**config.mk**
```make
export PLATFORM = sky130hd
export DESIGN_NAME = gmcp_cost_calc
export DESIGN_NICKNAME = d
export VERILOG_FILES = /design/src/design/gmcp_pkg.sv /design/src/design/gmcp_cost_calc.sv
export SDC_FILE = /design/constraint.sdc
export NUM_CORES = 1
export LEC_CHECK = 0
export BUFFER_PORTS_ARGS = -buffer_cell sky130_fd_sc_hd__buf_2
export CAP_MARGIN = 20
export CORE_ASPECT_RATIO = 1.75
export CORE_UTILIZATION = 32
export DETAILED_ROUTE_END_ITERATION = 8
export SETUP_SLACK_MARGIN = 0.4
export SLEW_MARGIN = 40
export SYNTH_ARGS = -nofsm -noshare
export SYNTH_HDL_FRONTEND = slang
export SYNTH_SLANG_ARGS = --single-unit
```
**constraint.sdc**
```tcl
create_clock -name vclk -period 9.37
set_input_delay 1.4055 -clock vclk [all_inputs]
set_output_delay 1.4055 -clock vclk [all_outputs]
set_load 0.02 [all_outputs]
```
**src/design/gmcp_pkg.sv**
```systemverilog
// Shared types and constants for the grid minimum-cost path block.
`timescale 1ns / 1ps
`default_nettype none

package gmcp_pkg;

  // Running path costs saturate to this signed width.
  localparam int COST_W = 24;
  localparam logic signed [COST_W-1:0] COST_MAX = {1'b0, {(COST_W-1){1'b1}}};
  localparam logic signed [COST_W-1:0] COST_MIN = {1'b1, {(COST_W-1){1'b0}}};

  // Configuration channel.
  localparam int CFG_IDX_W  = 8;
  localparam int CFG_DATA_W = 8;
  localparam logic [CFG_IDX_W-1:0] REG_GRID_ROWS = 8'd0;
  localparam logic [CFG_IDX_W-1:0] REG_GRID_COLS = 8'd1;

  typedef logic signed [COST_W-1:0] cost_t;

  // Position of a cell at the grid edges.
  typedef struct packed {
    logic first_row;
    logic first_col;
  } gmcp_pos_t;

endpackage : gmcp_pkg

`default_nettype wire

```
**src/design/gmcp_cost_calc.sv**
```systemverilog
// Cell cost: value plus the best neighbor cost, saturated to the cost width.
`timescale 1ns / 1ps
`default_nettype none

module gmcp_cost_calc
  import gmcp_pkg::*;
#(
  parameter int CELL_BITS = 16
) (
  input  var logic signed [CELL_BITS-1:0] cell_value_i,
  input  var gmcp_pos_t                   pos_i,
  input  var cost_t                       above_i,
  input  var cost_t                       diag_i,
  input  var cost_t                       left_i,
  output cost_t                           cost_o
);

  localparam int SUM_W = ((CELL_BITS > COST_W) ? CELL_BITS : COST_W) + 1;

  cost_t                   min_dl;
  cost_t                   best;
  logic signed [SUM_W-1:0] sum;

  always_comb begin
    min_dl = (diag_i < left_i) ? diag_i : left_i;
    if (pos_i.first_row && pos_i.first_col) begin
      best = '0;
    end else if (pos_i.first_row) begin
      best = left_i;
    end else if (pos_i.first_col) begin
      best = above_i;
    end else begin
      best = (above_i < min_dl) ? above_i : min_dl;
    end
    sum = SUM_W'(best) + SUM_W'(cell_value_i);
    if (sum > SUM_W'(COST_MAX)) begin
      cost_o = COST_MAX;
    end else if (sum < SUM_W'(COST_MIN)) begin
      cost_o = COST_MIN;
    end else begin
      cost_o = sum[COST_W-1:0];
    end
  end

endmodule : gmcp_cost_calc

`default_nettype wire

```
; ---- Word level (Yosys, flattened, before mapping)
; Index checks and enable logic that the tools add are counted.
[totals]
ramBits = 0
wordCells = 13
romBits = 0
latch_bits = 0
register_bits = 0
n_memories = 0
output_inout_bits = 24
inputBits = 90
[op_classes]
n_mux = 7
reduce_logical = 1
multipliers = 0
n_addsub = 1
n_div = 0
n_bitwise = 0
n_shift = 0
n_lt_le_gt_ge = 4
n_eq_ne = 0
[ops]
columns = operator, n
row1 = 24-bit 2-to-1 mux, 7
row2 = 24-bit less-than comparator, 2
row3 = 24-bit by 16-bit adder with 25-bit output, 1
row4 = 25-bit by 24-bit > comparator with 1-bit output (second input constant), 1
row5 = 25-bit by 24-bit less-than comparator with 1-bit output (second input constant), 1
row6 = 1-bit logical AND, 1

; ---- Longest topological paths before layout
; Gate-level depths: netlist (run 1).
[depth]
word_depth = 11
mapped_depth = 33
ltp_nobuf = 31

; ---- Worst setup path before layout (run 1)
; Ideal clock, no wire load.
[synth_timing]
path_type = in2out
startpoint = input port left_i[9]
endpoint = output port cost_o[22]
required_time_ns = 7.965
arrival_ns = 7.973
stages = 31
path_buffers = 2
path_slack_ns = -0.009
path_cell_list = inv_1 ha_1 a21oi_1 o21ai_1 a41oi_1 a2111oi_4 nor2_2 xnor2_2 buf_6 mux2i_1 ha_1 a21o_1 a21o_1 a21oi_1 o21ai_1 a221o_1 and3b_1 nor3_4 mux2_2 o21a_1 fa_1 nor2b_1 o31ai_2 a2111oi_0 nand2b_1 a21oi_1 nor2_1 a41o_1 buf_2 inv_1 a32oi_1
[synth_via]
elab_chain_cells = 11
elab_cells_between_ends = 12
classes_between = add/sub (1) / order compare (4) / mux (7)
[synth_rtl]
columns = element, line
row1 = from (decl), gmcp_cost_calc.sv:14  ; input var cost_t left_i,
row2 = 24-bit less-than comparator, gmcp_cost_calc.sv:25  ; min_dl = (diag_i < left_i) ? diag_i : left_i;
row3 = 24-bit 2-to-1 mux, gmcp_cost_calc.sv:25
row4 = 24-bit less-than comparator, gmcp_cost_calc.sv:33  ; best = (above_i < min_dl) ? above_i : min_dl;
row5 = 24-bit 2-to-1 mux, gmcp_cost_calc.sv:33
row6 = 24-bit 2-to-1 mux, gmcp_cost_calc.sv:30  ; end else if (pos_i.first_col) begin
row7 = 24-bit 2-to-1 mux *, gmcp_cost_calc.sv:28  ; end else if (pos_i.first_row) begin
row8 = 24-bit 2-to-1 mux *, gmcp_cost_calc.sv:26  ; if (pos_i.first_row && pos_i.first_col) begin
row9 = 24-bit by 16-bit adder with 25-bit output *, gmcp_cost_calc.sv:35  ; sum = SUM_W'(best) + SUM_W'(cell_value_i);
row10 = 25-bit by 24-bit less-than comparator with 1-bit output, gmcp_cost_calc.sv:38  ; end else if (sum < SUM_W'(COST_MIN)) begin
row11 = 24-bit 2-to-1 mux, gmcp_cost_calc.sv:38
row12 = 24-bit 2-to-1 mux *, gmcp_cost_calc.sv:36  ; if (sum > SUM_W'(COST_MAX)) begin
row13 = to (decl), gmcp_cost_calc.sv:15  ; output cost_t cost_o
; Every way passes the cells marked *; elsewhere a longest branch is shown, timed or not.

; ---- Final worst setup path (run 1)
[layout_timing]
startpoint = input port left_i[22]
endpoint = output port cost_o[7]
; The elaborated chain is that of the path after synthesis.

==> flow_summary_export.csv, run 1 <==
group,metric,value,unit
layout,drive_gt1_share,61.0,%
routing,drt_wl_total,15800,um
floorplanning,core,10400,um^2
critical_path,path_max_fanout,6,
pwr,power.leakage,3.30,nW
global_route,overflow,0,
critical_path,crit_path_end_kind,"primary output",
routing,vias,4879,
synthesis,synth_warnings,0,
routing,post_drt_wl_per_cell,17.6,um
layout,fin_area,7110,um^2
synthesis,synth_top_area_share,25.5,%
global_route,grt_max_degree,46,
routing,drc,0,
sta,finalSetupViolCount,23,
synthesis,avgSynthCellArea,7.26,um^2
layout,final-seq-area,0,um^2
global_route,grt_use_total,26.8,%
global_route,antenna_found_initial,0,
sta,setup_tns,-1740,ps
critical_path,cp.required,7960,ps
routing,drt-pass1-iter-count,4,
critical_path,cp_slowest_stage_delay,390,ps
sta,slew_violations,0,
sta,min_period_over_period,101,%
outcome,status,"finished, violations left",
routing,drt_iter0_drc,210,
layout,clkbuf_count,0,
floorplanning,num_rows,49,
floorplanning,die_w,80.3,um
synthesis,yosysTopAreaCell,"ha_1",
synthesis,ys_types,59,
synthesis,netlist_top_cells_area,"ha_1 (25%), a21oi_1 (7.4%), nor3_1 (7.1%)",
critical_path,startpoint_type,"input pin",
routing,antenna_left,0,
sta,max_slew.worst_pin.slew,770,ps
place,placed_area,5480,um^2
place,globalplace.congestion,0.889,
place,hpwl,11400,um
layout,final_nets,932,
critical_path,cpMaxStageDelayCell,"a221o_1",
synthesis,syn-instance-count,473,
layout,synthToLayoutAreaGrowth,107,%
critical_path,critPathArrivalTime,8070,ps
synthesis,syn-cell-area,3440,um^2
floorplanning,die_h,139,um
synthesis,yosysSeqAreaShare,0,%
layout,seq_cells,0,
outcome,failed_checks,"negative setup slack",
sta,min_period,9480,ps
sta,maxSlewHeadroom,48.6,%
layout,fillCellCount,828,
run,max_cap_viol_count,0,
pwr,p_per_area,152,nW/um^2
floorplanning,io-pin-count,114,
place,dpl_worst_slack,-1180,ps
place,port_buffers,114,
layout,num_antenna_cells,0,
sta,fmax,106,MHz
sta,rsz0062_at_grt,"yes",
synthesis,synth.most_common_cell,"ha_1",
synthesis,synth_commonest_cells,"ha_1 (70), a21oi_1 (51), nor3_1 (49)",
floorplanning,initial_core_util,33.2,%
sta,finalHoldViolCount,0,
global_route,first_global_vias,5037,
sta,worst_slack,-105,ps
routing,viasPerCell,5.45,
synthesis,synth_nets,634,
global_route,grt_pass1_wl,23800,um
hold_path,hold_path_class,"in -> out",
critical_path,cpMostUsedCell,"buf_6",
critical_path,crit_type,"in -> out",
floorplanning,die_area,11200,um^2
pwr,vdd_drop_max,0.164,mV
## final timing paths
path	from	slack [ps]	endpoint	depth (start not counted)
worst max-delay path	left_i[22]	-110	cost_o[7]	37
worst min-delay path	cell_value_i[0]	3270	cost_o[0]	5
## area by class of cell
cell class         count  area, um^2  share of cell area, %
multi-input cells    414        4180                   58.8
repair buffers       317        2590                   36.5
inverters             38         175                   2.46
well taps            127         159                   2.24
## where the power goes
group	switching (mW)	internal, mW	total (mW)
Sequential	0	0	0
Clock	0	0	0
Combinational	0.511	0.570	1.08
## logic make-up after synthesis
kind of cell               count (synthesis)  synth area share [%]
buffers and inverters                     59                  7.68
AOI/OAI and AO/OA                        153                  31.4
adders and majority gates                 75                  27.2
xor gates and xnor gates                  19                  5.06
and+or+nand+nor                          142                  21.3
muxes                                     25                  7.32
## metrics by stage
step           power, mW  cells  hold slack [ps]  utilization, %
4_1_cts            0.956    880             3290            63.5
3_5_place_dp       0.742    837             3280            52.8
6_report            1.08    896             3270            68.6
3_3_place_gp       0.736    837             3280            52.8
5_1_grt             1.15    896             3300            68.6
2_1_floorplan      0.470    473             3140               -
## critical path, delay by kind of cell
| family | cells | cell delay [ps] |
|---|---|---|
| xor+xnor | 1 | 260 |
| simple gates | 11 | 1570 |
| compound gates | 9 | 1790 |
| fa+ha+maj | 3 | 950 |
| mux | 2 | 670 |
| buf+inv | 11 | 1410 |
## cells in the final DEF, fill, tap and decap left out, types with 13 or more instances in the layout
cell type	netlist	layout
buf_6	4	44
ha_1	70	42
a21o_1	17	17
nor3_1	49	44
inv_2	1	13
buf_2	4	70
inv_1	37	18
a21oi_2	0	16
nand2_1	31	20
buf_4	2	186
ha_4	0	27
a21oi_4	0	14
a311o_1	22	22
a21oi_1	51	21
## repair_timing
item / CTS / global route
hold buffers: 0 / 0
hold endpoints to repair: 0 / 0
buffers inserted: 40 / 14
gates cloned: 3 / 2
pin swaps: 48 / 41
endpoints found under the setup margin: 24 / 24
resized for setup: 160 / 81
## per-layer routing
metal / vias to the layer above / wire [um] / GRT usage (%)
met4: 0 / 678 / 8.93
met1: 2315 / 5550 / 27.4
met3: 33 / 532 / 0.789
met2: 134 / 9040 / 55.2
li1: 2397 / - / -
met5: - / 0 / 0
Note: power is estimated with default switching activity, not from simulation.
==> run 2: changes to the inputs <==
--- a/config.mk
+++ b/config.mk
@@ -8,8 +8,9 @@
 export BUFFER_PORTS_ARGS = -buffer_cell sky130_fd_sc_hd__buf_2
 export CAP_MARGIN = 20
 export CORE_ASPECT_RATIO = 1.75
-export CORE_UTILIZATION = 32
+export CORE_UTILIZATION = 45
 export DETAILED_ROUTE_END_ITERATION = 8
+export PLACE_DENSITY = 0.72
 export SETUP_SLACK_MARGIN = 0.4
 export SLEW_MARGIN = 40
 export SYNTH_ARGS = -nofsm -noshare
==> constraint.sdc (replaced) <==
create_clock -name vclk -period 10.3
set_input_delay 1.545 -clock vclk [all_inputs]
set_output_delay 1.545 -clock vclk [all_outputs]
set_load 0.02 [all_outputs]
==> run 2 against run 1 <==
Effect of this change:
- the flow now finishes without violations
- largest power group unchanged
- flip-flop and latch count unchanged
- global-route usage is 2.4 points higher
- cell count fell by 21%
- critical path depth down 3
- setup slack better by 420 ps
- combinational power is 33% lower
- core utilization increased by 5.4 points
- non-clock buffer count is 152 lower
==> flow_summary_export.csv, run 2 (synthesis results as in run 1) <==
group,metric,value,unit
run,max_cap_viol_count,0,
layout,synthToLayoutAreaGrowth,57.0,%
layout,clkbuf_count,0,
pwr,p_per_area,135,nW/um^2
critical_path,cp_slowest_stage_delay,440,ps
layout,finalNonFillerCells,704,
layout,drive_gt1_share,45.0,%
layout,seq_cells,0,
pwr,power.leakage,2.41,nW
layout,fin_area,5390,um^2
routing,drc,0,
routing,vias,4458,
layout,multi_input_area,3920,um^2
critical_path,crit_path_end_kind,"primary output",
place,port_buffers,114,
hold_path,hold_path_class,"in -> out",
routing,drt_wl_total,13800,um
global_route,grt_max_degree,46,
sta,rsz0062_at_grt,"yes",
routing,drt-pass1-iter-count,7,
cts,postCtsHoldBufs,0,
critical_path,path_max_fanout,14,
outcome,status,"finished clean",
critical_path,cpMostUsedCell,"buf_8",
layout,final_util,74.0,%
routing,drt_iter0_drc,284,
global_route,grt_pass1_wl,18600,um
sta,min_period_over_period,96.9,%
place,placed_area,4140,um^2
place,hpwl,9270,um
critical_path,cpMaxStageDelayCell,"a2111oi_4",
critical_path,crit_type,"in -> out",
sta,min_period,9980,ps
floorplanning,die_w,68.1,um
layout,final_common_cell,"buf_2",
sta,fmax,100,MHz
critical_path,critPathArrivalTime,8440,ps
routing,post_drt_wl_per_cell,19.6,um
global_route,antenna_found_initial,0,
sta,max_slew.worst_pin.slew,771,ps
critical_path,startpoint_type,"input pin",
sta,finalHoldViolCount,0,
pwr,vdd_drop_max,0.141,mV
layout,fillCellCount,523,
layout,final_cell_mix,"buf_2 (91), buf_4 (47), nor3_1 (45), ha_1 (41), a21oi_1 (32)",
sta,finalSetupViolCount,0,
global_route,grt_use_total,29.2,%
floorplanning,core,7280,um^2
floorplanning,io-pin-count,114,
floorplanning,initial_core_util,47.2,%
sta,maxSlewHeadroom,48.5,%
routing,antenna_left,0,
floorplanning,die_area,8000,um^2
sta,slew_violations,0,
floorplanning,die_h,118,um
layout,final-seq-area,0,um^2
global_route,overflow,0,
layout,final_nets,781,
place,dp_cells,667,
floorplanning,num_rows,41,
global_route,first_global_vias,4147,
layout,num_antenna_cells,0,
place,globalplace.congestion,0.961,
sta,worst_slack,316,ps
critical_path,cp.required,8760,ps
place,dpl_worst_slack,-51.8,ps
routing,viasPerCell,6.33,
run 2: cell count changes in the layout (fill, tap and decap cells not counted), moves of 11 or more:
cell / delta
a21oi_4: -13
buf_4: -139
buf_6: -29
a21oi_1: +11
buf_2: +21
run 2: metal layers:
metal | track usage [%] | part of all wire, %
met5 | 0 | 0
met4 | 10.0 | 5.0
met3 | 0.872 | 4.1
met2 | 55.1 | 54
met1 | 32.6 | 37
run 2: report_power, final:
group          total, mW  switching [mW]  internal (mW)
sequential             0               0              0
combinational      0.726           0.386          0.340
clock                  0               0              0
total              0.726           0.386          0.340
run 2: layout make-up:
type	instances	area share, %
inverter	38	2.88
tap	86	1.99
multi-input combinational	415	72.7
timing repair buffer	165	22.4
run 2: worst max-delay path: cells and delay by family:
kind                     cells  cell delay, ps
buffers and inverters       10            1380
multiplexers                 1             320
AND/OR/NAND/NOR              8            1380
XOR/XNOR                     1             250
adder cells (fa/ha/maj)      3             870
AO/OA/AOI/OAI               11            2670
run 2: final timing paths:
check	startpoint	endpoint	slack, ps	cells after the start
worst max-delay path	left_i[21]	cost_o[21]	320	34
worst min-delay path	cell_value_i[0]	cost_o[0]	3610	5
run 2: timing repair:
| item | 4_1_cts | 5_1_grt |
|---|---|---|
| gates resized for setup | 29 | 164 |
| gates cloned | 2 | 4 |
| setup buffers | 12 | 19 |
| pin swaps | 10 | 56 |
| setup endpoints to repair | 24 | 24 |
run 2: per-stage QoR:
step | power [mW] | TNS (ps) | hold WS, ps
6_report | 0.726 | 0 | 3610
5_1_grt | 0.769 | 0 | 3640
4_1_cts | 0.559 | 0 | 3600
3_5_place_dp | 0.513 | -257 | 3600
3_3_place_gp | 0.508 | 0 | 3610
2_1_floorplan | 0.365 | 0 | 3420
